<file path="config.mk">
export PLATFORM = sky130hd
export DESIGN_NAME = i2c_rtc_register_slave
export DESIGN_NICKNAME = d
export VERILOG_FILES = /design/src/rtl/core/i2crtc_pkg.sv /design/src/rtl/core/i2c_rtc_register_slave.sv /design/src/rtl/core/i2crtc_bcd_read.sv /design/src/rtl/core/i2crtc_set_conv.sv /design/src/rtl/core/i2crtc_regfile.sv
export SDC_FILE = /design/constraint.sdc
export NUM_CORES = 1
export LEC_CHECK = 0
export BUFFER_PORTS_ARGS = -buffer_cell sky130_fd_sc_hd__clkbuf_2
export CAP_MARGIN = 20
export CORE_MARGIN = 8
export CORE_UTILIZATION = 40
export CTS_CLUSTER_DIAMETER = 120
export DETAILED_ROUTE_END_ITERATION = 8
export PLACE_DENSITY = 0.66
export SYNTH_ARGS = -nofsm -noshare
export SYNTH_HDL_FRONTEND = slang
export SYNTH_SLANG_ARGS = --single-unit
</file>
<file path="constraint.sdc">
create_clock -name clk -period 4.7 [get_ports clk]
set_clock_uncertainty 0.15 [all_clocks]
set_input_delay 0.705 -clock clk [delete_from_list [all_inputs] [get_ports clk]]
set_output_delay 0.705 -clock clk [all_outputs]
set_load 0.01 [all_outputs]
</file>
<file path="src/rtl/core/i2crtc_pkg.sv">
`default_nettype none

package i2crtc_pkg;

    // Stream widths, padded to whole bytes
    localparam int IN_DATA_W  = 48;
    localparam int IN_USER_W  = 3;
    localparam int OUT_DATA_W = 56;
    localparam int OUT_USER_W = 2;

    // Number of alarm bytes and of time staging bytes
    localparam int BANK_CNT = 7;

    // Bus event codes; code 7 is unused and leaves the state alone
    typedef enum logic [2:0] {
        EV_ADDR_RD = 3'd0,
        EV_ADDR_WR = 3'd1,
        EV_RX_BYTE = 3'd2,
        EV_TX_REQ  = 3'd3,
        EV_TX_NACK = 3'd4,
        EV_STOP    = 3'd5,
        EV_BUS_ERR = 3'd6
    } mode_t;

    // Register map
    localparam logic [3:0] REG_SEC        = 4'd0;
    localparam logic [3:0] REG_MIN        = 4'd1;
    localparam logic [3:0] REG_HOUR       = 4'd2;
    localparam logic [3:0] REG_WDAY       = 4'd3;
    localparam logic [3:0] REG_DATE       = 4'd4;
    localparam logic [3:0] REG_MONTH      = 4'd5;
    localparam logic [3:0] REG_YEAR       = 4'd6;
    localparam logic [3:0] REG_ALARM_0    = 4'd7;
    localparam logic [3:0] REG_CONTROL    = 4'd14;
    localparam logic [3:0] REG_OSC_STATUS = 4'd15;

    // Status reset value: oscillator stop flag set
    localparam logic [7:0] STAT_RESET = 8'h80;

    typedef logic [BANK_CNT-1:0][7:0] bank_t;

    // Live binary time from the timekeeper
    typedef struct packed {
        logic [5:0] sec;
        logic [5:0] min;
        logic [4:0] hour;
        logic [2:0] wday;
        logic [4:0] date;
        logic [3:0] month;
        logic [6:0] year;
    } now_t;

    // Scalar registers seen by the read mux
    typedef struct packed {
        logic [3:0] ptr;
        logic       paused;
        logic [7:0] ctrl;
        logic [7:0] status;
    } rd_src_t;

    // Binary time for a set-time command
    typedef struct packed {
        logic [6:0] sec;
        logic [7:0] min;
        logic [5:0] hour;
        logic [2:0] wday;
        logic [4:0] date;
        logic [3:0] month;
        logic [7:0] year;
    } set_t;

    // One result
    typedef struct packed {
        logic [7:0] tx_data;
        logic       tx_valid;
        logic       set_time;
        set_t       set_val;
        logic       paused;
    } res_t;

endpackage

`default_nettype wire

</file>
<file path="src/rtl/core/i2c_rtc_register_slave.sv">
`default_nettype none

// Channel  Dir  Width    Contents
// s_*      in   48 + 3   one bus event with the live binary time
// m_*      out  56 + 2   one result per event: transmit byte, set-time command
//
// Every event gives exactly one result. An event sits in the input register,
// is processed combinationally against the register file and lands in the
// result register, one event per cycle sustained while m_tready stays high.
// The input register takes a new request whenever it is empty or moving on,
// so a result stalled on m_tready blocks requests only once the input is full.
// Reset (rst_n low, asynchronous) empties both stages and loads the
// register file: pointer 0, status 0x80, pointer byte expected, rest cleared.
module i2c_rtc_register_slave
    import i2crtc_pkg::*;
(
    input  logic                  clk,
    input  logic                  rst_n,
    input  logic                  s_tvalid,
    output logic                  s_tready,
    // data_byte[7:0], now_sec[13:8], now_min[19:14], now_hour[24:20],
    // now_wday[27:25], now_date[32:28], now_month[36:33], now_year[43:37]
    input  logic [IN_DATA_W-1:0]  s_tdata,
    // mode[2:0]
    input  logic [IN_USER_W-1:0]  s_tuser,
    output logic                  m_tvalid,
    input  logic                  m_tready,
    // tx_data[7:0], set_sec[14:8], set_min[22:15], set_hour[28:23],
    // set_wday[31:29], set_date[36:32], set_month[40:37], set_year[48:41],
    // oscillator_paused[49]
    output logic [OUT_DATA_W-1:0] m_tdata,
    // tx_valid[0], set_time[1]
    output logic [OUT_USER_W-1:0] m_tuser
);

    logic       in_valid_reg;
    mode_t      in_mode_reg;
    logic [7:0] in_byte_reg;
    now_t       in_now_reg;
    logic       out_valid_reg;
    res_t       out_res_reg;

    logic       out_ready;
    logic       fire;
    logic       s_accept;
    now_t       now_in;
    res_t       res_next;

    assign out_ready = !out_valid_reg || m_tready;
    assign fire      = in_valid_reg && out_ready;
    assign s_tready  = !in_valid_reg || out_ready;
    assign s_accept  = s_tvalid && s_tready;

    // Unpack the time fields
    assign now_in.sec   = s_tdata[13:8];
    assign now_in.min   = s_tdata[19:14];
    assign now_in.hour  = s_tdata[24:20];
    assign now_in.wday  = s_tdata[27:25];
    assign now_in.date  = s_tdata[32:28];
    assign now_in.month = s_tdata[36:33];
    assign now_in.year  = s_tdata[43:37];

    // Input stage control
    always_ff @(posedge clk or negedge rst_n)
    begin
        if (!rst_n)
            in_valid_reg <= 1'b0;
        else if (s_accept)
            in_valid_reg <= 1'b1;
        else if (fire)
            in_valid_reg <= 1'b0;
    end

    // Input stage payload
    always_ff @(posedge clk)
    begin
        if (s_accept)
        begin
            in_mode_reg <= mode_t'(s_tuser);
            in_byte_reg <= s_tdata[7:0];
            in_now_reg  <= now_in;
        end
    end

    i2crtc_regfile u_regfile
    (
        .clk       (clk),
        .rst_n     (rst_n),
        .fire      (fire),
        .mode      (in_mode_reg),
        .data_byte (in_byte_reg),
        .now       (in_now_reg),
        .res       (res_next)
    );

    // Result stage control
    always_ff @(posedge clk or negedge rst_n)
    begin
        if (!rst_n)
            out_valid_reg <= 1'b0;
        else if (fire)
            out_valid_reg <= 1'b1;
        else if (m_tready)
            out_valid_reg <= 1'b0;
    end

    // Result stage payload
    always_ff @(posedge clk)
    begin
        if (fire)
            out_res_reg <= res_next;
    end

    assign m_tvalid = out_valid_reg;
    assign m_tuser  = {out_res_reg.set_time, out_res_reg.tx_valid};
    assign m_tdata  = {6'd0,
                       out_res_reg.paused,
                       out_res_reg.set_val.year,
                       out_res_reg.set_val.month,
                       out_res_reg.set_val.date,
                       out_res_reg.set_val.wday,
                       out_res_reg.set_val.hour,
                       out_res_reg.set_val.min,
                       out_res_reg.set_val.sec,
                       out_res_reg.tx_data};

    // Checks
    a_no_overwrite: assert property (@(posedge clk) disable iff (!rst_n)
        (in_valid_reg && m_tvalid && !m_tready) |-> !s_tready)
        else $error("input stage taken while result stalled");

    a_tx_zero: assert property (@(posedge clk) disable iff (!rst_n)
        (m_tvalid && !m_tuser[0]) |-> (m_tdata[7:0] == 8'd0))
        else $error("transmit byte not zero without tx_valid");

    a_set_unpauses: assert property (@(posedge clk) disable iff (!rst_n)
        (m_tvalid && m_tuser[1]) |-> (!m_tdata[49] && !m_tuser[0]))
        else $error("set-time result with pause flag or transmit byte");

    a_result_source: assert property (@(posedge clk) disable iff (!rst_n)
        $rose(m_tvalid) |-> $past(fire))
        else $error("result appeared without a processed event");

endmodule

`default_nettype wire

</file>
<file path="src/rtl/core/i2crtc_bcd_read.sv">
`default_nettype none

module i2crtc_bcd_read
    import i2crtc_pkg::*;
(
    input  rd_src_t    src,
    input  bank_t      alarm,
    input  now_t       now,
    output logic [7:0] rd_byte
);

    // Binary to BCD for values below 100; tens by reciprocal multiply
    function automatic logic [7:0] bin_to_bcd(input logic [6:0] v);
        logic [17:0] prod;
        logic [3:0]  tens;
        logic [6:0]  tens_x10;
        logic [6:0]  units;
        begin
            prod     = {11'd0, v} * 18'd205;
            tens     = prod[14:11];
            tens_x10 = {tens, 3'b000} - {3'b000, tens} - {3'b000, tens}
                       + {1'b0, tens, 2'b00};
            units    = v - tens_x10;
            bin_to_bcd = {tens, units[3:0]};
        end
    endfunction

    logic [3:0] alarm_off;
    logic [2:0] wday_rd;

    assign alarm_off = src.ptr - REG_ALARM_0;

    // Weekday renumbered: 1 Sunday to 7 Saturday
    assign wday_rd = (now.wday == 3'd7) ? 3'd1 : now.wday + 3'd1;

    // Register read mux
    always_comb
    begin
        unique case (src.ptr)
            REG_SEC:        rd_byte = bin_to_bcd({1'b0, now.sec}) | {src.paused, 7'd0};
            REG_MIN:        rd_byte = bin_to_bcd({1'b0, now.min});
            REG_HOUR:       rd_byte = bin_to_bcd({2'b00, now.hour});
            REG_WDAY:       rd_byte = {5'd0, wday_rd};
            REG_DATE:       rd_byte = bin_to_bcd({2'b00, now.date});
            REG_MONTH:      rd_byte = bin_to_bcd({3'b000, now.month});
            REG_YEAR:       rd_byte = bin_to_bcd(now.year);
            REG_CONTROL:    rd_byte = src.ctrl;
            REG_OSC_STATUS: rd_byte = src.status;
            default:        rd_byte = alarm[alarm_off[2:0]];
        endcase
    end

endmodule

`default_nettype wire

</file>
<file path="src/rtl/core/i2crtc_set_conv.sv">
`default_nettype none

module i2crtc_set_conv
    import i2crtc_pkg::*;
(
    input  bank_t      staging,
    input  logic [7:0] year_byte,
    output set_t       set_val
);

    // BCD byte to binary: high nibble * 10 + low nibble
    function automatic logic [7:0] bcd_to_bin(input logic [7:0] b);
        begin
            bcd_to_bin = {1'b0, b[7:4], 3'b000} + {3'b000, b[7:4], 1'b0}
                         + {4'd0, b[3:0]};
        end
    endfunction

    logic [7:0] sec_bin;
    logic [7:0] hour_bin;
    logic [7:0] date_bin;
    logic [7:0] month_bin;
    logic [2:0] wd;

    assign sec_bin   = bcd_to_bin(staging[REG_SEC[2:0]] & 8'h7F);
    assign hour_bin  = bcd_to_bin(staging[REG_HOUR[2:0]] & 8'h3F);
    assign date_bin  = bcd_to_bin(staging[REG_DATE[2:0]] & 8'h3F);
    assign month_bin = bcd_to_bin(staging[REG_MONTH[2:0]] & 8'h1F);
    assign wd        = staging[REG_WDAY[2:0]][2:0];

    // Field conversion with range clamps on date and month
    always_comb
    begin
        set_val.sec  = sec_bin[6:0];
        set_val.min  = bcd_to_bin(staging[REG_MIN[2:0]]);
        set_val.hour = hour_bin[5:0];
        // Sunday (1) and zero go to 7, others step down by one
        set_val.wday = (wd == 3'd0 || wd == 3'd1) ? 3'd7 : wd - 3'd1;
        if (date_bin == 8'd0 || date_bin > 8'd31)
            set_val.date = 5'd1;
        else
            set_val.date = date_bin[4:0];
        if (month_bin == 8'd0 || month_bin > 8'd12)
            set_val.month = 4'd1;
        else
            set_val.month = month_bin[3:0];
        set_val.year = bcd_to_bin(year_byte);
    end

endmodule

`default_nettype wire

</file>
<file path="src/rtl/core/i2crtc_regfile.sv">
`default_nettype none

module i2crtc_regfile
    import i2crtc_pkg::*;
(
    input  logic       clk,
    input  logic       rst_n,
    input  logic       fire,
    input  mode_t      mode,
    input  logic [7:0] data_byte,
    input  now_t       now,
    output res_t       res
);

    logic [3:0] ptr_reg,     ptr_next;
    logic       expect_reg,  expect_next;
    logic       trans_reg,   trans_next;
    logic       paused_reg,  paused_next;
    logic [7:0] ctrl_reg,    ctrl_next;
    logic [7:0] status_reg,  status_next;
    bank_t      alarm_reg,   alarm_next;
    bank_t      staging_reg, staging_next;

    logic       rd_en;
    logic       wr_en;
    logic       set_en;
    logic [3:0] alarm_off;
    logic [7:0] rd_byte;
    rd_src_t    rd_src;
    set_t       set_conv;

    assign rd_src.ptr    = ptr_reg;
    assign rd_src.paused = paused_reg;
    assign rd_src.ctrl   = ctrl_reg;
    assign rd_src.status = status_reg;
    assign alarm_off     = ptr_reg - REG_ALARM_0;

    i2crtc_bcd_read u_bcd_read
    (
        .src     (rd_src),
        .alarm   (alarm_reg),
        .now     (now),
        .rd_byte (rd_byte)
    );

    i2crtc_set_conv u_set_conv
    (
        .staging   (staging_reg),
        .year_byte (data_byte),
        .set_val   (set_conv)
    );

    // Event decode and register writes
    always_comb
    begin
        ptr_next     = ptr_reg;
        expect_next  = expect_reg;
        trans_next   = trans_reg;
        paused_next  = paused_reg;
        ctrl_next    = ctrl_reg;
        status_next  = status_reg;
        alarm_next   = alarm_reg;
        staging_next = staging_reg;
        rd_en        = 1'b0;
        wr_en        = 1'b0;
        set_en       = 1'b0;

        unique case (mode) inside
            EV_ADDR_RD:
            begin
                trans_next = 1'b1;
                rd_en      = 1'b1;
                ptr_next   = ptr_reg + 4'd1;
            end
            EV_ADDR_WR, EV_STOP:
            begin
                trans_next  = 1'b0;
                expect_next = 1'b1;
            end
            EV_RX_BYTE:
            begin
                if (expect_reg)
                begin
                    ptr_next    = data_byte[3:0];
                    expect_next = 1'b0;
                end
                else
                begin
                    wr_en    = 1'b1;
                    ptr_next = ptr_reg + 4'd1;
                end
            end
            EV_TX_REQ:
            begin
                if (trans_reg)
                begin
                    rd_en    = 1'b1;
                    ptr_next = ptr_reg + 4'd1;
                end
            end
            EV_TX_NACK:
            begin
                trans_next = 1'b0;
            end
            EV_BUS_ERR:
            begin
                ptr_next    = REG_SEC;
                expect_next = 1'b1;
                trans_next  = 1'b0;
            end
            default:
            begin
                ptr_next = ptr_reg;
            end
        endcase

        // Write to the register at the pointer
        if (wr_en)
        begin
            case (ptr_reg) inside
                REG_SEC:
                begin
                    staging_next               = '0;
                    staging_next[REG_SEC[2:0]] = data_byte;
                end
                [REG_MIN:REG_MONTH]:
                begin
                    staging_next[ptr_reg[2:0]] = data_byte;
                end
                REG_YEAR:
                begin
                    staging_next[REG_YEAR[2:0]] = data_byte;
                    paused_next                 = 1'b0;
                    set_en                      = 1'b1;
                end
                REG_CONTROL:
                begin
                    ctrl_next = data_byte;
                    if (data_byte[7])
                        paused_next = 1'b1;
                end
                REG_OSC_STATUS:
                begin
                    status_next = {1'b0, data_byte[6:0]};
                end
                default:
                begin
                    alarm_next[alarm_off[2:0]] = data_byte;
                end
            endcase
        end

        // Result
        res.tx_data  = rd_en ? rd_byte : 8'd0;
        res.tx_valid = rd_en;
        res.set_time = set_en;
        res.set_val  = set_en ? set_conv : '0;
        res.paused   = paused_next;
    end

    // State registers, updated once per processed event
    always_ff @(posedge clk or negedge rst_n)
    begin
        if (!rst_n)
        begin
            ptr_reg     <= REG_SEC;
            expect_reg  <= 1'b1;
            trans_reg   <= 1'b0;
            paused_reg  <= 1'b0;
            ctrl_reg    <= 8'd0;
            status_reg  <= STAT_RESET;
            alarm_reg   <= '0;
            staging_reg <= '0;
        end
        else if (fire)
        begin
            ptr_reg     <= ptr_next;
            expect_reg  <= expect_next;
            trans_reg   <= trans_next;
            paused_reg  <= paused_next;
            ctrl_reg    <= ctrl_next;
            status_reg  <= status_next;
            alarm_reg   <= alarm_next;
            staging_reg <= staging_next;
        end
    end

endmodule

`default_nettype wire

</file>
**Word level (Yosys, flattened, before mapping)**

Index checks and enable logic that the tools add are counted.
W data, S select, Z words.

- Register bits: 236
- Latch bits: 0
- RAM bits: 0
- Bits in read-only memories: 0
- Memories kept: 0

- $add $sub $neg: 40
- $mul: 6
- Div/mod/pow operators: 0
- $lt $le $gt $ge: 8
- Eq/ne operators: 17
- Shift-type cells: 0
- Multiplexer cells: 41
- Bitwise gates (word level): 7
- Reduce and logical (&&, ||, !) cells: 36

Operator list:

| operator | count |
|---|---|
| $bwmux W56 | 2 |
| $mux W48 | 2 |
| $pmux W8 S9 | 1 |
| $demux W8 S3 | 2 |
| $mux W8 | 6 |
| $sub A4 B4 Y4 | 8 |
| $mul A6 B8 Y14 const B | 2 |
| $mul A5 B8 Y13 const B | 2 |
| $add A4 B4 Y4 | 6 |
| $bmux W8 S3 | 1 |
| $sub A4 B3 Y4 | 6 |
| $mux W1 | 19 |
| $add A7 B5 Y8 | 2 |
| $add A8 B4 Y8 | 2 |
| $logic_not A8 Y1 | 2 |
| $pmux W4 S4 | 1 |
| $mul A7 B8 Y15 const B | 1 |
| $add A6 B4 Y7 | 2 |
| $reduce_and A7 Y1 | 2 |
| $add A5 B3 Y6 | 2 |
| $eq A3 B3 Y1 const B | 4 |
| $eq A4 B3 Y1 const B | 3 |
| $mul A4 B8 Y12 const B | 1 |
| $sub A4 B2 Y4 | 3 |
| other kinds (40) | 73 |

**Longest topological paths before layout**

- Depth after elaboration: 7
- Depth in mapped cells: 23
- Gate-level depth less buffers: 23

**By module**

A second synthesis with hierarchy kept.

- Cells, all modules: 1337
- Area total of the unflattened synthesis: 15536.2 um^2

By module, submodules not included:

| module | times used | cells each | area an instance (um^2) | seq. area each (um^2) |
|---|---|---|---|---|
| i2crtc_regfile | 1 | 472 | 5973.2 | 3380.7 |
| i2crtc_bcd_read | 1 | 614 | 5342.6 | 0.0 |
| i2c_rtc_register_slave | 1 | 114 | 3125.5 | 3022.9 |
| i2crtc_set_conv | 1 | 137 | 1094.8 | 0.0 |

**Worst setup path after synthesis**

OpenSTA, ideal clock, no wires.

- Kind: flip-flop to flip-flop
- Start point: reg in_now_reg[31] (netlist bit)
- End point: reg out_res_reg (netlist bit m_tdata[3]) (data pin)
- Library setup time: 0.174 ns
- Data arrival time: 4.765 ns
- Required time: 4.376 ns
- Path slack: -0.390 ns
- Stages on the path, launching flop included: 20
- Path buffers: 0
- Clock period less this slack: 5.090 ns
- Cell sequence: edfxtp_1 ha_1 ha_1 or2_2 fa_1 ha_1 a211o_1 o32a_1 xnor2_1 inv_1 ha_1 ha_1 inv_1 a211oi_1 xnor2_1 xnor2_1 xnor2_1 xnor2_1 a21oi_1 a311oi_1

- Longest elaborated chain between the ends: 7

RTL lines:

| element | RTL line | text |
|---|---|---|
| from (decl) | i2c_rtc_register_slave.sv:39 | `now_t in_now_reg;` |
| from (signal assigned) | i2c_rtc_register_slave.sv:81 | `in_now_reg <= now_in;` |
| $mul A6 B8 Y14 | i2crtc_bcd_read.sv:19 | `prod = {11'd0, v} * 18'd205;` |
| $sub A4 B3 Y4 (2 in a row) | i2crtc_bcd_read.sv:21 | `tens_x10 = {tens, 3'b000} - {3'b000, tens} - {3'b000, tens}` |
| $add A4 B4 Y4 | i2crtc_bcd_read.sv:22 | `+ {1'b0, tens, 2'b00};` |
| $sub A4 B4 Y4 (*) | i2crtc_bcd_read.sv:23 | `units = v - tens_x10;` |
| $or A7 B8 Y8 (*) | i2crtc_bcd_read.sv:40 | `REG_SEC: rd_byte = bin_to_bcd({1'b0, now.sec}) \| {src.paused, 7'd0};` |
| $pmux W8 S9 (*) | i2crtc_bcd_read.sv:39 | `unique case (src.ptr)` |
| to (signal assigned) | i2c_rtc_register_slave.sv:111 | `out_res_reg <= res_next;` |
| to (decl) | i2c_rtc_register_slave.sv:41 | `res_t out_res_reg;` |

Mark *: on every way between the ends. The rest lies on a longest branch, timed or not.
A chain may end at the register's enable or synchronous reset.

**Final worst setup path**

- Start point: reg in_now_reg[5] (netlist bit)
- End point: reg out_res_reg (netlist bit m_tdata[3]) (data pin)

- Longest elaborated chain between the ends: 6

RTL lines:

| element | RTL line |
|---|---|
| $mul A7 B8 Y15 (*) | i2crtc_bcd_read.sv:19 |
| $sub A4 B4 Y4 (2 in a row) | i2crtc_bcd_read.sv:21 |
| $add A4 B4 Y4 (*) | i2crtc_bcd_read.sv:22 |
| $sub A4 B4 Y4 (*) | i2crtc_bcd_read.sv:23 |
| $pmux W8 S9 (*) | i2crtc_bcd_read.sv:39 |

Marked as above.

==> metrics.md <==
| Metric | Value |
|---|---|
| Antenna violations before repair | `0` |
| Latest clock arrival within the worst-skew pair | `0.54 ns` |
| Vias per std cell | `5.14` |
| Sequential area share after synthesis | `41.7%` |
| Starting density of the core | `40.7%` |
| WP buf/inv | `3` |
| Cells after synthesis | `1,247` |
| Clk slew on worst S/H paths | `0.06 ns` |
| R2R Path End | `m_tdata[3]` |
| Setup CP Type | `register to register` |
| Clock buffer depth | `3` |
| Vias in the first global route | `10,400` |
| Worst path max stage delay | `0.49 ns` |
| WHS | `0.0279 ns` |
| Max transition margin | `41.7%` |
| Dpl cells | `1,859` |
| Post-CTS Hold Buffers | `0` |
| CTS tree | `yes` |
| Final #Nets | `1,745` |
| Max VDD drop | `379 µV` |
| Root Driver | `clkbuf_16` |
| Post-synth EDFFs | `99` |
| Post-synth top area share | `21.1%` |
| Routability-driven placement congestion ratio | `0.855` |
| DR iter-0 viols | `508` |
| Measured slew at the worst slew-check pin | `0.853 ns` |
| CTS Buf Count | `24` |
| Core area | `0.0346 mm²` |
| Share of cells above drive strength 1 | `31.2%` |
| Worst path slowest cell | `edfxtp_1` |
| Netlist cell types | `71` |
| Crit end category | `register` |
| Global-route wire length before repair | `51.7 mm` |
| Worst-path fanout max | `4` |
| Setup ws final | `-0.364 ns` |
| Share of async-settable or async-resettable flops after synthesis | `54.0%` |
| Post-Route WL | `32.0 mm` |
| DP Wirelength | `23.6 mm` |
| Setup violations, final | `2` |
| Most frequent cells after synthesis | `ha_1 (201), inv_1 (118), dfrtp_1 (114)` |
| Multi-input logic area | `0.00832 mm²` |
| CP delay by family, top | `adder cells` |
| Type of the worst min-delay path | `input pin to asynchronous set/reset pin` |
| Final Hold Vio Count | `0` |
| Critical Path AT | `5.16 ns` |
| Post-route ant nets | `0` |
| Buffers on Ports | `104` |
| Setup Slack @ Placement | `-0.412 ns` |
| RSZ-0062 raised after global routing | `yes` |
| Final period util | `108%` |
| Primary FF master, synth | `dfrtp_1` |
| Remaining Overflow, GRT | `0` |
| Max FFs per register | `56` |
| Gr usage total | `15.2%` |
| R2r worst-path depth | `21` |
| Leak | `8.14 nW` |
| Slew Limit Fails | `0` |
| Ports | `115` |
| Final Util | `50.1%` |
| Die footprint | `0.0415 mm²` |
| Mapped Area | `0.0141 mm²` |
| DRT Pass-1 Iters | `5` |
| Critical Path Start Type | `register` |
| Fin cells | `1,924` |
| Power per Cell Area | `447 mW/mm²` |
| DR WL/cell | `16.6 µm` |
| Residual DRC count | `0` |
| Vias | `9,891` |
| Sink Count | `215` |
| Chip Height | `204 µm` |
| Failing checks | `negative setup slack` |
| YS warnings | `0` |
| Max Freq | `197 MHz` |
| Die Wd | `204 µm` |
| Outcome | `complete, but fails checks` |
| Worst Path Required | `4.80 ns` |
| Worst r2r src | `in_now_reg[5]` |
| Flops & latches, synth | `215` |
| CP most frequent cell | `ha_4` |
| FF/Latch Area | `0.00588 mm²` |
| Largest net degree at the start of global routing | `59` |
| # H-tree levels | `1` |
| Inserted Diodes | `0` |
| Fin crit period | `5.06 ns` |
| Area leader, netlist | `edfxtp_1` |
| Layout area overhead | `23.1%` |
| Top-count cell post-synth | `ha_1` |
| CP cell instances | `ha_4, fa_1, ha_1, inv_2, fa_1, inv_2, ha_4, a21oi_4, nand2_1, a21oi_2, xor2_2, inv_2, ha_4, ha_4, xor2_4, xnor2_2, xnor2_2, xnor2_1, xnor2_1, mux2i_1, a311oi_1` |
| Top cells by area, synth | `edfxtp_1 (21%), dfrtp_1 (20%), ha_1 (18%), mux2_2 (6.3%), fa_1 (5.4%)` |
| Max-cap check violation count | `0` |
| Syn avg cell area | `11.3 µm²` |
| Row count | `68` |
| R2R setup slack | `-0.36 ns` |
| Fillers | `3,114` |
-- per-layer routing --
| metal | global-route usage, % | wire, µm | up-vias | share of wire, % |
|---|---|---|---|---|
| met5 | 0 | 0 | - | 0 |
| li1 | - | - | 4826 | - |
| met3 | 2.63 | 1610 | 60 | 5.0 |
| met1 | 18.7 | 13800 | 4775 | 43 |
| met2 | 26.2 | 15600 | 230 | 49 |
| met4 | 5.83 | 1010 | 0 | 3.1 |
-- cell usage in the layout (no fill, tap or decap), types with 36 or more instances in the layout --
master / synthesis / layout
ha_1: 201 / 166
dfrtp_1: 114 / 114
buf_4: 6 / 109
inv_1: 118 / 104
clkbuf_2: 0 / 103
edfxtp_1: 99 / 99
nand2_1: 91 / 85
mux2_2: 79 / 79
o21ai_0: 58 / 55
nor2_1: 49 / 48
a21oi_1: 47 / 38
xnor2_1: 43 / 36
-- stage by stage --
step           setup TNS, ns  instance area, µm²  power [mW]
6_report              -0.387               17300        7.75
5_1_grt               -0.715               17300        8.26
4_1_cts               -0.427               16900        7.53
3_5_place_dp          -0.821               15800        5.48
3_3_place_gp          -0.676               15800        5.40
2_1_floorplan         -0.194               14200        4.54
-- cell type report --
class                   instances  share of cell area (%)
inverters                     120                    2.60
well taps                     455                    3.28
repair buffers                214                    7.82
multi-input cells             876                    48.0
clock inverters                10                   0.383
flip-flops and latches        215                    33.9
clock buffers                  34                    4.03
-- worst register-to-register path, cell delays in order, from the launching register on --
cell and delay, ns:
edfxtp_1 0.49, ha_4 0.29, fa_1 0.45, ha_1 0.30, inv_2 0.04, fa_1 0.49, inv_2 0.05, ha_4 0.23
a21oi_4 0.13, nand2_1 0.08, a21oi_2 0.18, xor2_2 0.17, inv_2 0.07, ha_4 0.25, ha_4 0.17, xor2_4 0.15
xnor2_2 0.20, xnor2_2 0.10, xnor2_1 0.20, xnor2_1 0.17, mux2i_1 0.31, a311oi_1 0.13
-- worst max-delay path by stage --
stage / from / endpoint / slack (ns) / cells after the start
2_1_floorplan: in_now_reg[4] / m_tdata[3] / -0.19 / 21
3_3_place_gp: in_now_reg[5] / m_tdata[3] / -0.34 / 21
3_5_place_dp: in_now_reg[31] / m_tdata[3] / -0.41 / 19
4_1_cts: in_now_reg[34] / m_tdata[3] / -0.29 / 22
5_1_grt: in_now_reg[2] / m_tdata[3] / -0.49 / 20
6_report: in_now_reg[5] / m_tdata[3] / -0.36 / 21
-- repair_timing --
item                       4_1_cts  5_1_grt
resized for setup               38       63
pin swaps                       43       54
setup endpoints to repair        3        3
hold endpoints to repair         0        0
cloned                           0        0
buffers inserted                12       11
-- logic make-up (layout without fill, tap and decap cells) --
family	after synthesis	after routing	share of synthesized area (%)
buffers and inverters	161	378	4.48
other	1	6	0.0266
XOR/XNOR	67	67	4.17
multiplexers	93	93	7.49
flip-flops	215	215	41.7
adder cells (fa/ha/maj)	239	239	23.3
AO/OA/AOI/OAI	200	200	9.21
AND/OR/NAND/NOR	271	271	9.64
-- power breakdown --
part / switching (mW) / internal, mW
clock network: 0.764 / 1.04
logic: 1.87 / 1.65
registers: 0.219 / 2.21
total: 2.85 / 4.90
No activity file was read; power rests on OpenSTA's default activity.
